<file path="config.mk">
export PLATFORM = sky130hd
export DESIGN_NAME = precool_then_pid_heater_control_flat
export DESIGN_NICKNAME = d
export VERILOG_FILES = /design/src/rtl/pthc_pkg.sv /design/src/rtl/pthc_ifs.sv /design/src/rtl/pthc_cfg.sv /design/src/rtl/pthc_mul.sv /design/src/rtl/pthc_div.sv /design/src/rtl/precool_then_pid_heater_control.sv /design/src/flat_wrapper.sv
export SDC_FILE = /design/constraint.sdc
export NUM_CORES = 1
export LEC_CHECK = 0
export CAP_MARGIN = 30
export CELL_PAD_IN_SITES_DETAIL_PLACEMENT = 0
export CELL_PAD_IN_SITES_GLOBAL_PLACEMENT = 2
export CORE_ASPECT_RATIO = 1.25
export CORE_UTILIZATION = 39
export DETAILED_ROUTE_END_ITERATION = 7
export DONT_BUFFER_PORTS = 1
export PLACE_DENSITY_LB_ADDON = 0.2
export SLEW_MARGIN = 20
export SYNTH_ARGS = -nofsm -noshare
export SYNTH_HDL_FRONTEND = slang
export SYNTH_SLANG_ARGS = --single-unit
</file>
<file path="constraint.sdc">
create_clock -name clk -period 5.03 [get_ports clk]
set_clock_uncertainty 0.05 [all_clocks]
set_input_delay 0.503 -clock clk [delete_from_list [all_inputs] [get_ports clk]]
set_output_delay 0.503 -clock clk [all_outputs]
set_load 0.03 [all_outputs]
</file>
<file path="src/rtl/pthc_pkg.sv">
// Package for the pre-cool then PID heater controller.
// Holds field widths, register indexes, reset values and shared types.
// Depends on nothing.
`timescale 1ns / 1ps
`default_nettype none

package pthc_pkg;

    localparam int TEMP_W     = 13;
    localparam int FRAME_W    = 16;
    localparam int TIME_W     = 32;
    localparam int GAIN_W     = 16;
    localparam int DRIVE_W    = 8;
    localparam int ERR_W      = TEMP_W + 1;
    localparam int DIFF_W     = ERR_W + 1;
    localparam int MCAND_W    = 24;
    localparam int PROD_W     = MCAND_W + GAIN_W;
    localparam int CFG_IDX_W  = 3;
    localparam int CFG_DATA_W = 16;
    localparam int OPEN_BIT   = 2;
    localparam int TEMP_LSB   = 3;

    localparam logic [CFG_IDX_W-1:0] REG_TARGET    = 3'd0;
    localparam logic [CFG_IDX_W-1:0] REG_THRESHOLD = 3'd1;
    localparam logic [CFG_IDX_W-1:0] REG_KP        = 3'd2;
    localparam logic [CFG_IDX_W-1:0] REG_KI        = 3'd3;
    localparam logic [CFG_IDX_W-1:0] REG_KD        = 3'd4;
    localparam logic [CFG_IDX_W-1:0] REG_WINDOW    = 3'd5;

    localparam logic [TEMP_W-1:0] TARGET_RST    = 13'd240;
    localparam logic [TEMP_W-1:0] THRESHOLD_RST = 13'd112;
    localparam logic [GAIN_W-1:0] KP_RST        = 16'd2330;
    localparam logic [GAIN_W-1:0] KI_RST        = 16'd77;
    localparam logic [GAIN_W-1:0] KD_RST        = 16'd461;
    localparam logic [TEMP_W-1:0] WINDOW_RST    = 13'd12;

    localparam logic [GAIN_W-1:0]  DERIV_SCALE = 16'd1000;
    localparam logic [DRIVE_W-1:0] DRIVE_FULL  = 8'hFF;
    localparam logic [DRIVE_W-1:0] DRIVE_ZERO  = 8'h00;

    typedef struct packed {
        logic [TEMP_W-1:0] target;
        logic [TEMP_W-1:0] threshold;
        logic [GAIN_W-1:0] kp;
        logic [GAIN_W-1:0] ki;
        logic [GAIN_W-1:0] kd;
        logic [TEMP_W-1:0] window;
    } cfg_regs_t;

    typedef struct packed {
        logic start;
    } unit_ctl_t;

    typedef struct packed {
        logic done;
    } unit_sts_t;

endpackage

`default_nettype wire

</file>
<file path="src/rtl/pthc_ifs.sv">
// Channel interfaces for the heater controller: sample, result and configuration.
// Depends on pthc_pkg.
`timescale 1ns / 1ps
`default_nettype none

interface pthc_in_if
    import pthc_pkg::*;
();
    logic               valid;
    logic               ready;
    logic               restart;
    logic [FRAME_W-1:0] sensor_frame;
    logic [TIME_W-1:0]  time_ms;

    modport source (output valid, output restart, output sensor_frame, output time_ms,
                    input ready);
    modport sink (input valid, input restart, input sensor_frame, input time_ms,
                  output ready);
endinterface

interface pthc_out_if
    import pthc_pkg::*;
();
    logic               valid;
    logic               ready;
    logic [DRIVE_W-1:0] heater_drive;
    logic [DRIVE_W-1:0] cooler_drive;
    logic [DRIVE_W-1:0] control_value;
    logic               cooling_mode;
    logic               probe_open;

    modport source (output valid, output heater_drive, output cooler_drive,
                    output control_value, output cooling_mode, output probe_open,
                    input ready);
    modport sink (input valid, input heater_drive, input cooler_drive,
                  input control_value, input cooling_mode, input probe_open,
                  output ready);
endinterface

interface pthc_cfg_if
    import pthc_pkg::*;
();
    logic                  valid;
    logic                  ready;
    logic [CFG_IDX_W-1:0]  index;
    logic [CFG_DATA_W-1:0] data;

    modport source (output valid, output index, output data, input ready);
    modport sink (input valid, input index, input data, output ready);
endinterface

`default_nettype wire

</file>
<file path="src/rtl/pthc_cfg.sv">
// Configuration register file of the heater controller.
// Depends on pthc_pkg and pthc_cfg_if.
`timescale 1ns / 1ps
`default_nettype none

module pthc_cfg
    import pthc_pkg::*;
(
    input  logic       clk,
    input  logic       rst_n,
    pthc_cfg_if.sink   cfg,
    output cfg_regs_t  regs
);

    cfg_regs_t regs_reg;
    cfg_regs_t regs_next;

    assign cfg.ready = 1'b1;
    assign regs      = regs_reg;

    always_comb
    begin
        regs_next = regs_reg;
        if (cfg.valid)
        begin
            unique case (cfg.index)
                REG_TARGET:    regs_next.target    = cfg.data[TEMP_W-1:0];
                REG_THRESHOLD: regs_next.threshold = cfg.data[TEMP_W-1:0];
                REG_KP:        regs_next.kp        = cfg.data[GAIN_W-1:0];
                REG_KI:        regs_next.ki        = cfg.data[GAIN_W-1:0];
                REG_KD:        regs_next.kd        = cfg.data[GAIN_W-1:0];
                REG_WINDOW:    regs_next.window    = cfg.data[TEMP_W-1:0];
                default:       regs_next           = regs_reg;
            endcase
        end
    end

    always_ff @(posedge clk or negedge rst_n)
    begin
        if (!rst_n)
        begin
            regs_reg.target    <= TARGET_RST;
            regs_reg.threshold <= THRESHOLD_RST;
            regs_reg.kp        <= KP_RST;
            regs_reg.ki        <= KI_RST;
            regs_reg.kd        <= KD_RST;
            regs_reg.window    <= WINDOW_RST;
        end
        else
        begin
            regs_reg <= regs_next;
        end
    end

endmodule

`default_nettype wire

</file>
<file path="src/rtl/pthc_mul.sv">
// Serial shift-add multiplier, one multiplier bit per cycle.
// Depends on pthc_pkg.
`timescale 1ns / 1ps
`default_nettype none

module pthc_mul
    import pthc_pkg::*;
(
    input  logic               clk,
    input  logic               rst_n,
    input  unit_ctl_t          ctl,
    input  logic [MCAND_W-1:0] mcand,
    input  logic [GAIN_W-1:0]  mplier,
    output unit_sts_t          sts,
    output logic [PROD_W-1:0]  product
);

    localparam int CNT_W = $clog2(GAIN_W + 1);

    logic [PROD_W-1:0]  prod_reg;
    logic [PROD_W-1:0]  prod_next;
    logic [MCAND_W-1:0] mcand_reg;
    logic [MCAND_W-1:0] mcand_next;
    logic [CNT_W-1:0]   cnt_reg;
    logic [CNT_W-1:0]   cnt_next;
    logic               done_reg;
    logic               done_next;
    logic [MCAND_W:0]   hi_sum;

    assign product  = prod_reg;
    assign sts.done = done_reg;

    always_comb
    begin
        hi_sum = {1'b0, prod_reg[PROD_W-1:GAIN_W]}
                 + (prod_reg[0] ? {1'b0, mcand_reg} : {(MCAND_W + 1){1'b0}});
        prod_next  = prod_reg;
        mcand_next = mcand_reg;
        cnt_next   = cnt_reg;
        done_next  = 1'b0;
        if (ctl.start)
        begin
            prod_next  = {{MCAND_W{1'b0}}, mplier};
            mcand_next = mcand;
            cnt_next   = CNT_W'(GAIN_W);
        end
        else if (cnt_reg != '0)
        begin
            prod_next = {hi_sum, prod_reg[GAIN_W-1:1]};
            cnt_next  = cnt_reg - CNT_W'(1);
            done_next = (cnt_reg == CNT_W'(1));
        end
    end

    always_ff @(posedge clk or negedge rst_n)
    begin
        if (!rst_n)
        begin
            cnt_reg  <= '0;
            done_reg <= 1'b0;
        end
        else
        begin
            cnt_reg  <= cnt_next;
            done_reg <= done_next;
        end
    end

    always_ff @(posedge clk)
    begin
        prod_reg  <= prod_next;
        mcand_reg <= mcand_next;
    end

endmodule

`default_nettype wire

</file>
<file path="src/rtl/pthc_div.sv">
// Serial restoring divider, one quotient bit per cycle.
// Depends on pthc_pkg.
`timescale 1ns / 1ps
`default_nettype none

module pthc_div
    import pthc_pkg::*;
(
    input  logic              clk,
    input  logic              rst_n,
    input  unit_ctl_t         ctl,
    input  logic [PROD_W-1:0] dividend,
    input  logic [TIME_W-1:0] divisor,
    output unit_sts_t         sts,
    output logic [PROD_W-1:0] quotient
);

    localparam int CNT_W = $clog2(PROD_W + 1);

    logic [TIME_W-1:0] rem_reg;
    logic [TIME_W-1:0] rem_next;
    logic [PROD_W-1:0] quo_reg;
    logic [PROD_W-1:0] quo_next;
    logic [TIME_W-1:0] dsr_reg;
    logic [TIME_W-1:0] dsr_next;
    logic [CNT_W-1:0]  cnt_reg;
    logic [CNT_W-1:0]  cnt_next;
    logic              done_reg;
    logic              done_next;
    logic [TIME_W:0]   trial;
    logic [TIME_W:0]   trial_sub;
    logic              fits;

    assign quotient = quo_reg;
    assign sts.done = done_reg;

    always_comb
    begin
        trial     = {rem_reg, quo_reg[PROD_W-1]};
        trial_sub = trial - {1'b0, dsr_reg};
        fits      = (trial >= {1'b0, dsr_reg});
        rem_next  = rem_reg;
        quo_next  = quo_reg;
        dsr_next  = dsr_reg;
        cnt_next  = cnt_reg;
        done_next = 1'b0;
        if (ctl.start)
        begin
            rem_next = '0;
            quo_next = dividend;
            dsr_next = divisor;
            cnt_next = CNT_W'(PROD_W);
        end
        else if (cnt_reg != '0)
        begin
            rem_next  = fits ? trial_sub[TIME_W-1:0] : trial[TIME_W-1:0];
            quo_next  = {quo_reg[PROD_W-2:0], fits};
            cnt_next  = cnt_reg - CNT_W'(1);
            done_next = (cnt_reg == CNT_W'(1));
        end
    end

    always_ff @(posedge clk or negedge rst_n)
    begin
        if (!rst_n)
        begin
            cnt_reg  <= '0;
            done_reg <= 1'b0;
        end
        else
        begin
            cnt_reg  <= cnt_next;
            done_reg <= done_next;
        end
    end

    always_ff @(posedge clk)
    begin
        rem_reg <= rem_next;
        quo_reg <= quo_next;
        dsr_reg <= dsr_next;
    end

endmodule

`default_nettype wire

</file>
<file path="src/rtl/precool_then_pid_heater_control.sv">
// Pre-cool then PID heater controller, top level with the tick sequencer.
// A cooling or open-probe tick goes from S_EVAL to S_DONE, which registers its result.
// A heating tick runs four serial multiplies and a serial divide, or skips the
// divide when no time has elapsed.
// One tick is processed at a time, so a new sample is taken only in S_IDLE.
// Reset is asynchronous; it resets the config registers and controller state only.
`timescale 1ns / 1ps
`default_nettype none

module precool_then_pid_heater_control
    import pthc_pkg::*;
#(
    parameter int GAIN_FRAC_BITS = 8,
    parameter int INTEGRAL_WIDTH = 32
)
(
    input  logic        clk,
    input  logic        rst_n,
    pthc_cfg_if.sink    cfg,
    pthc_in_if.sink     sample,
    pthc_out_if.source  result
);

    localparam int SW    = ((INTEGRAL_WIDTH > PROD_W + 1) ? INTEGRAL_WIDTH : PROD_W + 1) + 2;
    localparam int SHIFT = GAIN_FRAC_BITS + 2;

    localparam logic signed [SW-1:0] INT_MAX =
        {{(SW - INTEGRAL_WIDTH + 1){1'b0}}, {(INTEGRAL_WIDTH - 1){1'b1}}};
    localparam logic signed [SW-1:0] INT_MIN = ~INT_MAX;

    localparam logic [3:0] S_IDLE  = 4'd0;
    localparam logic [3:0] S_EVAL  = 4'd1;
    localparam logic [3:0] S_MUL_P = 4'd2;
    localparam logic [3:0] S_MUL_I = 4'd3;
    localparam logic [3:0] S_MUL_K = 4'd4;
    localparam logic [3:0] S_MUL_D = 4'd5;
    localparam logic [3:0] S_DIV   = 4'd6;
    localparam logic [3:0] S_INTEG = 4'd7;
    localparam logic [3:0] S_SUM   = 4'd8;
    localparam logic [3:0] S_DONE  = 4'd9;

    cfg_regs_t          regs;
    unit_ctl_t          mul_ctl;
    unit_sts_t          mul_sts;
    unit_ctl_t          div_ctl;
    unit_sts_t          div_sts;
    logic [MCAND_W-1:0] mul_mcand;
    logic [GAIN_W-1:0]  mul_mplier;
    logic [PROD_W-1:0]  mul_product;
    logic [PROD_W-1:0]  div_quotient;

    logic [3:0]                 state_reg, state_next;
    logic                       out_valid_reg, out_valid_next;
    logic                       in_cooling_reg, in_cooling_next;
    logic signed [INTEGRAL_WIDTH-1:0] integ_reg, integ_next;
    logic signed [ERR_W-1:0]    last_err_reg, last_err_next;
    logic [TIME_W-1:0]          last_time_reg, last_time_next;
    logic [DRIVE_W-1:0]         cooler_reg, cooler_next;
    logic [DRIVE_W-1:0]         last_ctrl_reg, last_ctrl_next;

    logic                       restart_reg, restart_next;
    logic [FRAME_W-1:0]         frame_reg, frame_next;
    logic [TIME_W-1:0]          time_reg, time_next;
    logic [TIME_W-1:0]          dt_reg, dt_next;
    logic signed [SW-1:0]       p_reg, p_next;
    logic signed [SW-1:0]       i_reg, i_next;
    logic signed [SW-1:0]       d_reg, d_next;
    logic signed [SW-1:0]       psd_reg, psd_next;
    logic [DRIVE_W-1:0]         heater_reg, heater_next;
    logic [DRIVE_W-1:0]         o_heater_reg, o_heater_next;
    logic [DRIVE_W-1:0]         o_cooler_reg, o_cooler_next;
    logic [DRIVE_W-1:0]         o_ctrl_reg, o_ctrl_next;
    logic                       o_cool_reg, o_cool_next;
    logic                       o_open_reg, o_open_next;

    logic [TEMP_W-1:0]          temp;
    logic                       probe_bit;
    logic signed [ERR_W-1:0]    err_calc;
    logic [ERR_W-1:0]           err_mag;
    logic signed [DIFF_W-1:0]   diff;
    logic [DIFF_W-1:0]          diff_mag;
    logic signed [SW-1:0]       integ_ext;
    logic signed [SW-1:0]       integ_sum;
    logic signed [SW-1:0]       total;
    logic [DRIVE_W-1:0]         ctrl;

    function automatic logic signed [SW-1:0] apply_sign(input logic neg,
                                                       input logic [PROD_W-1:0] mag);
        logic signed [SW-1:0] ext;
        begin
            ext        = $signed({{(SW - PROD_W){1'b0}}, mag});
            apply_sign = neg ? -ext : ext;
        end
    endfunction

    pthc_cfg u_cfg (
        .clk   (clk),
        .rst_n (rst_n),
        .cfg   (cfg),
        .regs  (regs)
    );

    pthc_mul u_mul (
        .clk     (clk),
        .rst_n   (rst_n),
        .ctl     (mul_ctl),
        .mcand   (mul_mcand),
        .mplier  (mul_mplier),
        .sts     (mul_sts),
        .product (mul_product)
    );

    pthc_div u_div (
        .clk      (clk),
        .rst_n    (rst_n),
        .ctl      (div_ctl),
        .dividend (mul_product),
        .divisor  (dt_reg),
        .sts      (div_sts),
        .quotient (div_quotient)
    );

    assign sample.ready         = (state_reg == S_IDLE);
    assign result.valid         = out_valid_reg;
    assign result.heater_drive  = o_heater_reg;
    assign result.cooler_drive  = o_cooler_reg;
    assign result.control_value = o_ctrl_reg;
    assign result.cooling_mode  = o_cool_reg;
    assign result.probe_open    = o_open_reg;

    always_comb
    begin
        temp      = frame_reg[FRAME_W-1:TEMP_LSB];
        probe_bit = frame_reg[OPEN_BIT];
        err_calc  = $signed({1'b0, regs.target}) - $signed({1'b0, temp});
        err_mag   = err_calc[ERR_W-1] ? ERR_W'(-err_calc) : ERR_W'(err_calc);
        diff      = $signed({err_calc[ERR_W-1], err_calc})
                    - $signed({last_err_reg[ERR_W-1], last_err_reg});
        diff_mag  = diff[DIFF_W-1] ? DIFF_W'(-diff) : DIFF_W'(diff);
        integ_ext = SW'(integ_reg);
        integ_sum = integ_ext + i_reg;
        total     = psd_reg + integ_ext;
        if (total[SW-1])
        begin
            ctrl = DRIVE_ZERO;
        end
        else if (|total[SW-2:SHIFT+DRIVE_W])
        begin
            ctrl = DRIVE_FULL;
        end
        else
        begin
            ctrl = total[SHIFT+DRIVE_W-1:SHIFT];
        end
    end

    always_comb
    begin
        state_next      = state_reg;
        out_valid_next  = out_valid_reg;
        in_cooling_next = in_cooling_reg;
        integ_next      = integ_reg;
        last_err_next   = last_err_reg;
        last_time_next  = last_time_reg;
        cooler_next     = cooler_reg;
        last_ctrl_next  = last_ctrl_reg;
        restart_next    = restart_reg;
        frame_next      = frame_reg;
        time_next       = time_reg;
        dt_next         = dt_reg;
        p_next          = p_reg;
        i_next          = i_reg;
        d_next          = d_reg;
        psd_next        = psd_reg;
        heater_next     = heater_reg;
        o_heater_next   = o_heater_reg;
        o_cooler_next   = o_cooler_reg;
        o_ctrl_next     = o_ctrl_reg;
        o_cool_next     = o_cool_reg;
        o_open_next     = o_open_reg;
        mul_ctl.start   = 1'b0;
        div_ctl.start   = 1'b0;
        mul_mcand       = {{(MCAND_W - ERR_W){1'b0}}, err_mag};
        mul_mplier      = regs.kp;

        if (out_valid_reg && result.ready)
        begin
            out_valid_next = 1'b0;
        end

        unique case (state_reg)
            S_IDLE:
            begin
                if (sample.valid)
                begin
                    restart_next = sample.restart;
                    frame_next   = sample.sensor_frame;
                    time_next    = sample.time_ms;
                    state_next   = S_EVAL;
                end
            end
            S_EVAL:
            begin
                if (restart_reg)
                begin
                    in_cooling_next = 1'b1;
                end
                heater_next = DRIVE_ZERO;
                state_next  = S_DONE;
                if (!probe_bit)
                begin
                    if (in_cooling_reg || restart_reg)
                    begin
                        if (temp > regs.threshold)
                        begin
                            cooler_next = DRIVE_ZERO;
                        end
                        else
                        begin
                            cooler_next     = DRIVE_FULL;
                            in_cooling_next = 1'b0;
                        end
                    end
                    else
                    begin
                        dt_next       = time_reg - last_time_reg;
                        mul_ctl.start = 1'b1;
                        state_next    = S_MUL_P;
                    end
                end
            end
            S_MUL_P:
            begin
                if (mul_sts.done)
                begin
                    p_next        = apply_sign(err_calc[ERR_W-1], mul_product);
                    mul_mplier    = regs.ki;
                    mul_ctl.start = 1'b1;
                    state_next    = S_MUL_I;
                end
            end
            S_MUL_I:
            begin
                if (mul_sts.done)
                begin
                    i_next        = apply_sign(err_calc[ERR_W-1], mul_product);
                    mul_mcand     = {{(MCAND_W - DIFF_W){1'b0}}, diff_mag};
                    mul_mplier    = DERIV_SCALE;
                    mul_ctl.start = 1'b1;
                    state_next    = S_MUL_K;
                end
            end
            S_MUL_K:
            begin
                if (mul_sts.done)
                begin
                    mul_mcand     = mul_product[MCAND_W-1:0];
                    mul_mplier    = regs.kd;
                    mul_ctl.start = 1'b1;
                    state_next    = S_MUL_D;
                end
            end
            S_MUL_D:
            begin
                if (mul_sts.done)
                begin
                    if (dt_reg == '0)
                    begin
                        d_next     = '0;
                        state_next = S_INTEG;
                    end
                    else
                    begin
                        div_ctl.start = 1'b1;
                        state_next    = S_DIV;
                    end
                end
            end
            S_DIV:
            begin
                if (div_sts.done)
                begin
                    d_next     = apply_sign(diff[DIFF_W-1], div_quotient);
                    state_next = S_INTEG;
                end
            end
            S_INTEG:
            begin
                if (err_mag < {1'b0, regs.window})
                begin
                    if (integ_sum > INT_MAX)
                    begin
                        integ_next = INT_MAX[INTEGRAL_WIDTH-1:0];
                    end
                    else if (integ_sum < INT_MIN)
                    begin
                        integ_next = INT_MIN[INTEGRAL_WIDTH-1:0];
                    end
                    else
                    begin
                        integ_next = integ_sum[INTEGRAL_WIDTH-1:0];
                    end
                end
                psd_next   = p_reg + d_reg;
                state_next = S_SUM;
            end
            S_SUM:
            begin
                last_ctrl_next = ctrl;
                heater_next    = DRIVE_FULL - ctrl;
                last_time_next = time_reg;
                last_err_next  = err_calc;
                state_next     = S_DONE;
            end
            S_DONE:
            begin
                if (!out_valid_reg || result.ready)
                begin
                    o_heater_next  = heater_reg;
                    o_cooler_next  = cooler_reg;
                    o_ctrl_next    = last_ctrl_reg;
                    o_cool_next    = in_cooling_reg;
                    o_open_next    = probe_bit;
                    out_valid_next = 1'b1;
                    state_next     = S_IDLE;
                end
            end
            default:
            begin
                state_next = S_IDLE;
            end
        endcase
    end

    always_ff @(posedge clk or negedge rst_n)
    begin
        if (!rst_n)
        begin
            state_reg      <= S_IDLE;
            out_valid_reg  <= 1'b0;
            in_cooling_reg <= 1'b1;
            integ_reg      <= '0;
            last_err_reg   <= '0;
            last_time_reg  <= '0;
            cooler_reg     <= DRIVE_ZERO;
            last_ctrl_reg  <= DRIVE_ZERO;
        end
        else
        begin
            state_reg      <= state_next;
            out_valid_reg  <= out_valid_next;
            in_cooling_reg <= in_cooling_next;
            integ_reg      <= integ_next;
            last_err_reg   <= last_err_next;
            last_time_reg  <= last_time_next;
            cooler_reg     <= cooler_next;
            last_ctrl_reg  <= last_ctrl_next;
        end
    end

    always_ff @(posedge clk)
    begin
        restart_reg  <= restart_next;
        frame_reg    <= frame_next;
        time_reg     <= time_next;
        dt_reg       <= dt_next;
        p_reg        <= p_next;
        i_reg        <= i_next;
        d_reg        <= d_next;
        psd_reg      <= psd_next;
        heater_reg   <= heater_next;
        o_heater_reg <= o_heater_next;
        o_cooler_reg <= o_cooler_next;
        o_ctrl_reg   <= o_ctrl_next;
        o_cool_reg   <= o_cool_next;
        o_open_reg   <= o_open_next;
    end

endmodule

`default_nettype wire

</file>
<file path="src/flat_wrapper.sv">
// flat-port wrapper written by rule: the top's interface ports become plain ports
module precool_then_pid_heater_control_flat import pthc_pkg::*;
#(
    parameter int GAIN_FRAC_BITS = 8,
    parameter int INTEGRAL_WIDTH = 32
)
  (clk, rst_n, cfg_valid, cfg_index, cfg_data, cfg_ready, sample_valid, sample_restart, sample_sensor_frame, sample_time_ms, sample_ready, result_valid, result_heater_drive, result_cooler_drive, result_control_value, result_cooling_mode, result_probe_open, result_ready);
  pthc_cfg_if cfg_i ();
  pthc_in_if sample_i ();
  pthc_out_if result_i ();
  input  logic clk;
  input  logic rst_n;
  input wire logic [$bits(cfg_i.valid)-1:0] cfg_valid;
  input wire logic [$bits(cfg_i.index)-1:0] cfg_index;
  input wire logic [$bits(cfg_i.data)-1:0] cfg_data;
  output wire logic [$bits(cfg_i.ready)-1:0] cfg_ready;
  input wire logic [$bits(sample_i.valid)-1:0] sample_valid;
  input wire logic [$bits(sample_i.restart)-1:0] sample_restart;
  input wire logic [$bits(sample_i.sensor_frame)-1:0] sample_sensor_frame;
  input wire logic [$bits(sample_i.time_ms)-1:0] sample_time_ms;
  output wire logic [$bits(sample_i.ready)-1:0] sample_ready;
  output wire logic [$bits(result_i.valid)-1:0] result_valid;
  output wire logic [$bits(result_i.heater_drive)-1:0] result_heater_drive;
  output wire logic [$bits(result_i.cooler_drive)-1:0] result_cooler_drive;
  output wire logic [$bits(result_i.control_value)-1:0] result_control_value;
  output wire logic [$bits(result_i.cooling_mode)-1:0] result_cooling_mode;
  output wire logic [$bits(result_i.probe_open)-1:0] result_probe_open;
  input wire logic [$bits(result_i.ready)-1:0] result_ready;
  assign cfg_i.valid = cfg_valid;
  assign cfg_i.index = cfg_index;
  assign cfg_i.data = cfg_data;
  assign cfg_ready = cfg_i.ready;
  assign sample_i.valid = sample_valid;
  assign sample_i.restart = sample_restart;
  assign sample_i.sensor_frame = sample_sensor_frame;
  assign sample_i.time_ms = sample_time_ms;
  assign sample_ready = sample_i.ready;
  assign result_valid = result_i.valid;
  assign result_heater_drive = result_i.heater_drive;
  assign result_cooler_drive = result_i.cooler_drive;
  assign result_control_value = result_i.control_value;
  assign result_cooling_mode = result_i.cooling_mode;
  assign result_probe_open = result_i.probe_open;
  assign result_i.ready = result_ready;
  precool_then_pid_heater_control #(.GAIN_FRAC_BITS(GAIN_FRAC_BITS), .INTEGRAL_WIDTH(INTEGRAL_WIDTH)) u_core (.clk(clk), .rst_n(rst_n), .cfg(cfg_i), .sample(sample_i), .result(result_i));
endmodule
</file>
==> run_results.csv, run 1 <==
group,metric,value,unit
place,dp_hpwl,74300,um
power,leakagePower,17.6,nW
critical_path,critical_path_class,"reg2reg",
cts,cts_made_buffers,74,
cts,clk_pin_slew_worst_paths,0.06,ns
place,place.gp.congestion,0.889,
synth,synthesis.nets,4059,
synth,synth-seq-area-share,47.1,%
critical_path,worstSetupStartpoint,"u_core.frame_reg[4]",
critical_path,start_kind,"register",
floorplan,dieArea,97700,sq um
floorplan,die_h,349,um
grt,grt_antenna_before_repair,1,
sta,tightest_slew,1.02,ns
synth,synth-edff-count,390,
power,p_seq_share,32.4,%
grt,grt_max_degree,194,
cts,cts_tree,"done",
flow_run,drv_cap,0,
min_path,worstHoldPathCells,3,
grt,grt.total_usage,20.2,%
cells_and_area,largest_register_ffs,87,
sta,finalCritPeriodShare,97.9,%
critical_path,crit_cells,28,
sta,fin_crit,4.93,ns
drt,initialDrtViolationCount,1431,
power,combPwrFrac,46.9,%
grt,grt-ovfl-total,0,
grt,grt_pass1_vias,27800,
cts,cts_max_level,3,
synth,synth_area,37600,sq um
cells_and_area,fillerInstances,9236,
sta,setup_tns,0,ns
cts,worstSkewPairLatency,0.63,ns
power,ir_drop,0.000544,V
sta,hold_viol_final,0,
drt,drtPass1Iterations,5,
sta,drv_slew,0,
synth,syn_avg_cell_area,10.1,sq um
critical_path,crit_family,"compound AO/OA/AOI/OAI gates",
critical_path,cp-end-kind,"register",
synth,yosysWarnings,0,
power,power_density,622,nW/um^2
synth,syn_inst,3706,
min_path,min_from,"cfg_index[1]",
sta,fmax,203,MHz
cells_and_area,drive_gt1_share,11.0,%
sta,slew_headroom,31.5,%
critical_path,path_buf_inv,8,
critical_path,rr_worst_depth,28,
sta,setup_viol,0,
synth,synth_cell_types,96,
drt,wire_per_inst,19.0,um
power,p_int,16.3,mW
critical_path,crit_path_top_delay_cell,"edfxtp_1",
drt,drc,0,
floorplan,fp.dieW,280,um
synth,ys.flop_type,"edfxtp_1",
cts,cts_sinks,639,
power,p_sw,10.7,mW
critical_path,cpPeakStageDelay,0.38,ns
status,status,"finished clean",
critical_path,cp_common_cell,"buf_12",
min_path,hold_path.class,"in2reg",
floorplan,io_pins,102,
critical_path,r2r_setup_slack,0.10,ns
synth,synth_seq_cells,639,
sta,rsz0062_at_grt,"true",
floorplan,rows,127,
grt,grt_first_pass_wirelength,155000,um
synth,synthArstFlopShare,30.2,%
critical_path,cp.arrival,5.43,ns
place,port_buffers,0,
critical_path,cp_max_fo,7,
floorplan,start_util,39.3,%
drt,drt_wl_total,98700,um
cells_and_area,layout.nets,4190,
drt,postRouteAntennaNets,0,
power,swShare,39.6,%
drt,vias,27200,
critical_path,required,5.53,ns
power,power.share.clock,20.7,%
cts,clockBufferDepth,3,
cells_and_area,areaGrowthSynthToFinish,15.2,%
critical_path,r2r-start,"u_core.frame_reg[4]",
floorplan,core_area,95700,sq um
drt,viasPerCell,5.23,
sta,whs,0.0416,ns
cts,root_buffer,"clkbuf_16",
## cell usage after synthesis, types with 34 or more instances
library cell  count  area [sq um]
nor3_1           75           375
dfxtp_1          56          1120
o21a_1           34           255
nor2b_1          43           269
and2_1           36           225
inv_1           209           785
a21oi_1         300          1500
clkbuf_1        111           417
mux2_2           76           856
a31oi_1          38           238
xor2_1          102           893
a221o_1          40           400
nor2_1          240           901
nand2b_1         47           294
o21ai_0         268          1340
ha_1            273          3420
nand2_1         355          1330
a21o_1           84           631
edfxtp_1        390         11700
dfrtp_1         168          4200
xnor2_1         184          1610
nand3_1          60           300
## area by class of cell
type                            count  area [sq um]  area share [%]
Tap cell                         1290          1610            3.73
Clock buffer                       92          1990            4.60
Multi-Input combinational cell   2714         18800            43.5
Timing Repair Buffer              194          1850            4.28
Sequential cell                   639         17700            40.8
Inverter                          214           803            1.85
Clock inverter                     45           526            1.21
Antenna cell                        2          5.00          0.0116
## stage by stage
stage | power, mW | worst slack (ns) | cells | cell area (sq um) | util [%]
after global routing | 29.1 | -0.138 | 5190 | 43300 | 45.3
after floorplan | 17.6 | 0.348 | 3706 | 37600 | -
after global placement | 21.1 | 0.0252 | 4957 | 39600 | 41.4
after detailed placement | 21.1 | -0.0521 | 4960 | 39700 | 41.4
final | 26.9 | 0.104 | 5190 | 43300 | 45.3
after CTS | 27.1 | 0.000338 | 5179 | 43100 | 45.0
## worst reg2reg max path: cells and delay by family, from the launching register on
family / cells / cell delay (ns)
XOR/XNOR: 1 / 0.27
flip-flops: 1 / 0.38
AND/OR/NAND/NOR: 6 / 0.74
adder cells (fa/ha/maj): 2 / 0.52
AO/OA/AOI/OAI: 11 / 1.89
buffers and inverters: 8 / 1.00
## cells in the final DEF (no fill, tap or decap), types with 34 or more instances in the layout
cell type / synthesis / routed
buf_4: 11 / 111
nor2b_1: 43 / 41
o21a_1: 34 / 34
dlygate4sd3_1: 0 / 64
ha_1: 273 / 271
nor2_1: 240 / 236
inv_1: 209 / 207
xnor2_1: 184 / 182
nor3_1: 75 / 66
a31oi_1: 38 / 37
xor2_1: 102 / 102
mux2_2: 76 / 76
edfxtp_1: 390 / 390
and2_1: 36 / 35
nand3_1: 60 / 60
nand2b_1: 47 / 47
a21oi_1: 300 / 293
o21ai_0: 268 / 262
a21o_1: 84 / 84
clkbuf_16: 0 / 77
a221o_1: 40 / 40
nand2_1: 355 / 354
dfrtp_1: 168 / 168
dfxtp_1: 56 / 56
## cells by family (layout without fill, tap and decap cells)
family	after synthesis	in the layout	share of synthesized area (%)
buf+inv	353	545	3.71
flops	639	639	47.1
mux	92	92	2.70
compound gates	1027	1027	17.3
simple gates	1026	1026	13.0
xor+xnor	288	288	6.78
fa+ha+maj	280	280	9.46
other cells	1	3	0.00997
## repair_timing
item                                    CTS  global route
endpoints found under the hold margin   327             0
endpoints found under the setup margin   32            40
hold buffers                             65             0
cloned                                    2             1
pin swaps                                11            27
setup buffers                            15             7
resized for setup                        18            26
## final timing paths
check	end
worst min register to register	u_core.result.heater_drive[0]
worst max-delay path	u_core.integ_reg[15]
max in group asynchronous	u_core.last_time_reg[0]
worst min-delay path	u_core.u_cfg.regs[73]
worst max register to register	u_core.integ_reg[15]
min in group asynchronous	u_core.integ_reg[0]
## power by group through the flow
stage	logic [mW]	clock network, mW	registers (mW)
final	12.6	5.57	8.73
after global placement	12.2	0	8.81
after floorplan	9.22	0	8.34
after detailed placement	12.3	0	8.83
after global routing	14.2	5.91	8.90
after CTS	12.6	5.75	8.73
## metal layers
layer | track usage (%) | vias up | share of wire, %
li1 | - | 13800 | -
met1 | 24.0 | 12800 | 42
met2 | 37.3 | 392 | 52
met3 | 2.29 | 163 | 2.8
met4 | 7.03 | 0 | 3.3
met5 | 0 | - | 0
Note: power is estimated with default switching activity, not from simulation.
==> run 2: changes to the inputs <==
Settings changed: ABC_AREA set to 1, CORE_UTILIZATION 39 to 36.
==> run_results.csv, run 2 <==
group,metric,value,unit
place,dp_slack,0.536,ns
floorplan,rows,138,
synth,post-synth-top-count-cell,"nand2_1",
synth,synth_seq_cells,639,
power,p_sw,13.8,mW
synth,ys.flop_type,"edfxtp_1",
synth,syn_avg_cell_area,8.08,sq um
cells_and_area,fin_cells,6693,
grt,grt-ovfl-total,0,
floorplan,die_h,380,um
drt,drtPass1Iterations,6,
sta,fin_crit,4.45,ns
grt,grt_max_degree,194,
grt,grt_antenna_before_repair,1,
critical_path,cp_common_cell,"nand2_2",
drt,viasPerCell,5.03,
drt,drt_wl_total,131000,um
synth,synth_area,41100,sq um
cts,root_buffer,"clkbuf_16",
sta,fin_ws,0.577,ns
sta,tightest_slew,0.958,ns
grt,grt.total_usage,22.5,%
place,dp_cells,6502,
critical_path,cp-end-kind,"register",
synth,synthTopCellsByArea,"edfxtp_1, nand2_1, dfrtp_1, ha_1, inv_1",
cells_and_area,layout.nets,5516,
synth,synth_common_cells,"nand2_1, inv_1, nor2_1, a21oi_1, o21ai_0",
critical_path,cpPeakStageDelay,0.37,ns
grt,grt_first_pass_wirelength,200000,um
sta,finalCritPeriodShare,88.5,%
floorplan,dieArea,116000,sq um
sta,setup_tns,0,ns
cts,worstSkewPairLatency,0.66,ns
grt,grt_pass1_vias,34100,
cells_and_area,largest_register_ffs,87,
critical_path,crit_family,"simple AND/OR/NAND/NOR gates",
power,p_int,16.0,mW
min_path,hold_path.class,"in2reg",
synth,yosysWarnings,0,
critical_path,start_kind,"register",
floorplan,core_area,113000,sq um
status,status,"finished clean",
cts,cts_max_level,3,
cts,cts_setup_buffers,0,
drt,vias,33700,
floorplan,start_util,36.3,%
floorplan,io_pins,102,
critical_path,cp_max_fo,19,
cells_and_area,final_cell_mix,"nand2_1, inv_1, nor2_1",
sta,rsz0062_at_grt,"false",
power,p_seq_share,29.0,%
synth,synth_area_leader_cell,"edfxtp_1",
cells_and_area,layout_commonest_cell,"nand2_1",
critical_path,critical_path_class,"reg2reg",
cells_and_area,drive_gt1_share,5.88,%
power,power.share.clock,19.0,%
synth,syn_inst,5095,
flow_run,drv_cap,0,
critical_path,required,5.36,ns
power,swShare,46.4,%
synth,synth-seq-area-share,43.0,%
synth,synth-edff-count,390,
cts,cts_made_buffers,73,
synth,yosysTopAreaCellShare,28.5,%
sta,fmax,225,MHz
drt,wire_per_inst,19.6,um
place,dp_hpwl,107000,um
cts,clockBufferDepth,3,
power,combPwrFrac,52.0,%
drt,postRouteAntennaNets,0,
power,ir_drop,0.000425,V
cts,cts_sinks,639,
power,leakagePower,20.2,nW
synth,synth_cell_types,66,
sta,drv_slew,0,
synth,synthesis.nets,5448,
cts,clk_pin_slew_worst_paths,0.06,ns
critical_path,path_buf_inv,4,
power,power_density,648,nW/um^2
cts,cts_tree,"done",
critical_path,r2r_setup_slack,0.58,ns
drt,drc,0,
critical_path,crit_path_top_delay_cell,"ha_1",
sta,setup_viol,0,
floorplan,fp.dieW,304,um
critical_path,cp.arrival,4.78,ns
sta,hold_viol_final,0,
synth,synthArstFlopShare,30.2,%
place,port_buffers,0,
cells_and_area,areaGrowthSynthToFinish,12.0,%
sta,slew_headroom,36.3,%
drt,initialDrtViolationCount,1726,
place,place.gp.congestion,0.887,
==> run 2: cell count changes in the layout (fill, tap and decap cells not counted), sizes merged, moves of 76 or more <==
cell	previous run	this run
inv	216	668
o21ai	286	456
mux2	76	0
a21oi	300	419
nand2	355	1145
nand3	60	248
xnor2	184	89
nor2	240	485
==> run 2: layout make-up <==
class	count	area, sq um
antenna	1	2.50
multi-input combinational	3679	20400
fill	11800	67200
inverter	664	2490
tap	1470	1840
clock inverter	43	531
timing repair buffer	106	1040
sequential	639	17700
clock buffer	91	2020
==> run 2: through the flow <==
step                      cell area [sq um]  hold slack (ns)  util, %  power, mW
final                                 46100            0.112     40.7       29.8
after global routing                  46100           0.0933     40.7       32.4
after CTS                             46000           0.0666     40.6       30.1
after detailed placement              42900            0.178     37.9       24.3
after global placement                42800            0.178     37.8       24.2
after floorplan                       41100            0.157        -       19.5
==> run 2: layer usage <==
layer / up-vias / routed length, um / GRT usage [%]
met5: - / 0 / 0
met4: 0 / 4820 / 8.83
met3: 213 / 2670 / 1.80
met2: 461 / 71000 / 43.6
met1: 15700 / 52600 / 25.2
li1: 17300 / - / -
==> run 2: power by group through the flow <==
stage / clock network (mW) / logic, mW / registers [mW]
final: 5.66 / 15.5 / 8.65
after global routing: 6.00 / 17.6 / 8.82
after CTS: 5.82 / 15.6 / 8.69
after floorplan: 0 / 11.3 / 8.25
after global placement: 0 / 15.4 / 8.78
after detailed placement: 0 / 15.5 / 8.78
==> run 2: worst paths after layout <==
check                                      from                            end  depth (start not counted)
max in group asynchronous                 rst_n          u_core.u_cfg.regs[40]                          3
hold reg to reg            u_core.heater_reg[4]  u_core.result.heater_drive[4]                          0
min in group asynchronous                 rst_n           u_core.integ_reg[31]                          2
hold / removal                     cfg_data[11]          u_core.u_cfg.regs[56]                          2
setup reg to reg            u_core.frame_reg[5]               u_core.d_reg[37]                         26
setup / recovery            u_core.frame_reg[5]               u_core.d_reg[37]                         26
==> run 2: repair_timing <==
action | CTS | global route
gates resized for setup | 0 | 1
hold endpoints to repair | 250 | 0
hold buffers | 53 | 0
endpoints found under the setup margin | 0 | 1
==> run 2: kinds of logic after synthesis <==
group	count (synthesis)	synth area share, %
xor+xnor	241	5.17
simple gates	2083	21.4
compound gates	1074	14.3
flops	639	43.0
fa+ha+maj	280	8.64
other cells	1	0.00911
buf+inv	777	7.47
==> run 3: changes to the inputs <==
Settings changed: MAX_ROUTING_LAYER set to met4.
==> run_results.csv, run 3 (synthesis gave the netlist of run 2 again) <==
group,metric,value,unit
status,status,"finished clean",
grt,grt_max_degree,194,
power,finalPower,29.6,mW
critical_path,crit_path_top_delay_cell,"edfxtp_1",
sta,setup_tns,0,ns
drt,routed.top_layer,"met4",
critical_path,crit_path_end,"u_core.integ_reg[31]",
cells_and_area,fin_cells,6696,
floorplan,rows,138,
sta,whs,0.0893,ns
cts,worstSkewPairLatency,0.65,ns
grt,grt_antenna_before_repair,2,
critical_path,cp_common_cell,"nand2_1",
floorplan,dieArea,116000,sq um
critical_path,reg2reg_to,"u_core.integ_reg[31]",
grt,grt.total_usage,23.2,%
drt,wl_met2,70600,um
critical_path,start_kind,"register",
min_path,min_from,"cfg_data[11]",
sta,fin_crit,4.48,ns
cts,cts_made_buffers,72,
critical_path,critical_path_class,"reg2reg",
cells_and_area,drive_gt1_share,5.65,%
drt,viasPerCell,5.02,
cts,root_buffer,"clkbuf_16",
sta,fmax,223,MHz
sta,drv_slew,0,
critical_path,cp-end-kind,"register",
critical_path,cp_max_fo,33,
grt,grt_first_pass_wirelength,200000,um
sta,tightest_slew,0.974,ns
power,power_density,645,nW/um^2
cells_and_area,areaGrowthSynthToFinish,11.6,%
cells_and_area,largest_register_ffs,87,
critical_path,r2r_setup_slack,0.55,ns
critical_path,required,5.51,ns
cells_and_area,final_cell_mix,"nand2_1, inv_1, nor2_1",
place,dp_slack,0.502,ns
cts,clockBufferDepth,3,
floorplan,io_pins,102,
power,ir_drop,0.000415,V
critical_path,r2r-start,"u_core.frame_reg[9]",
critical_path,cp.arrival,4.96,ns
critical_path,cpPeakStageDelay,0.42,ns
critical_path,worstSetupStartpoint,"u_core.frame_reg[9]",
grt,grt-ovfl-total,0,
drt,drtPass1Iterations,6,
cts,cts_tree,"done",
drt,vias,33600,
cells_and_area,layout_commonest_cell,"nand2_1",
drt,dr_wl_met3,2580,um
drt,drt_wl_total,132000,um
critical_path,rr_worst_depth,22,
floorplan,core_area,113000,sq um
flow_run,drv_cap,0,
sta,hold_viol_final,0,
min_path,hold_path.class,"in2reg",
place,port_buffers,0,
sta,setup_viol,0,
drt,initialDrtViolationCount,1601,
drt,drc,0,
floorplan,start_util,36.3,%
grt,grt_pass1_vias,34300,
critical_path,crit_chain,"inv_1 -> ha_1 -> nand2_1 -> nand2_1 -> a21oi_4 -> nor4_1 -> a211oi_1 -> nand2_2 -> inv_1 -> nand2_1 -> xor2_1 -> inv_1 -> ha_1 -> nand4_1 -> o221a_2 -> o221ai_1 -> nand3_1 -> nand2_1 -> nand2_1 -> nand3_4 -> buf_4 -> o21ai_0",
sta,fin_ws,0.547,ns
power,leakagePower,20.2,nW
place,dp_hpwl,107000,um
cts,clk_pin_slew_worst_paths,0.06,ns
place,place.gp.congestion,0.902,
floorplan,fp.dieW,304,um
drt,wire_per_inst,19.6,um
sta,slew_headroom,35.2,%
drt,m1WireLength,53200,um
place,dp_cells,6503,
cts,cts_max_level,3,
floorplan,die_h,380,um
cts,cts_sinks,639,
cts,cts_setup_buffers,0,
cells_and_area,layout.nets,5517,
sta,finalCritPeriodShare,89.1,%
sta,rsz0062_at_grt,"false",
drt,postRouteAntennaNets,0,
run 3: area by class of cell:
class,instances,area (sq um)
fill,11800,67300
multi-input combinational,3679,20400
sequential,639,17700
inverter,664,2490
clock buffer,91,1920
tap,1470,1840
timing repair buffer,108,1080
clock inverter,43,450
antenna,2,5.00
run 3: report_power, final:
group	leakage, nW	internal (mW)	switching [mW]
Sequential	6.46	7.44	1.22
Combinational	12.5	5.21	10.4
Clock	1.16	3.10	2.23
Total	20.2	15.8	13.9
run 3: how the worst min path moves through the flow:
stage,depth (start not counted),to,slack (ns)
after floorplan,0,u_core.cooler_reg[6],0.16
after global placement,0,u_core.last_ctrl_reg[6],0.18
after detailed placement,0,u_core.last_ctrl_reg[6],0.18
after CTS,2,u_core.u_cfg.regs[56],0.07
after global routing,2,u_core.u_cfg.regs[24],0.13
final,2,u_core.u_cfg.regs[56],0.09
run 3: metrics by stage:
step	utilization (%)	area, sq um
detailed placement	37.9	42900
CTS	40.5	45800
global placement	37.8	42900
finish	40.5	45900
global route	40.5	45900
floorplan	-	41100
run 3: critical path, delay by kind of cell (launching register included):
| kind | cells | cell delay (ns) |
|---|---|---|
| compound gates | 5 | 0.94 |
| xor+xnor | 1 | 0.27 |
| fa+ha+maj | 2 | 0.67 |
| buf+inv | 4 | 0.90 |
| flops | 1 | 0.42 |
| simple gates | 10 | 1.08 |
run 3: layer usage:
metal / track usage (%) / vias up
met3: 1.83 / 210
met1: 25.1 / 15700
li1: - / 17300
met4: 9.59 / 0
met2: 43.3 / 438
met5: - / -
run 3: timing repair:
| item | in CTS | in global routing |
|---|---|---|
| endpoints found under the hold margin | 250 | 0 |
| hold buffers | 53 | 0 |
| gates resized for setup | 0 | 0 |
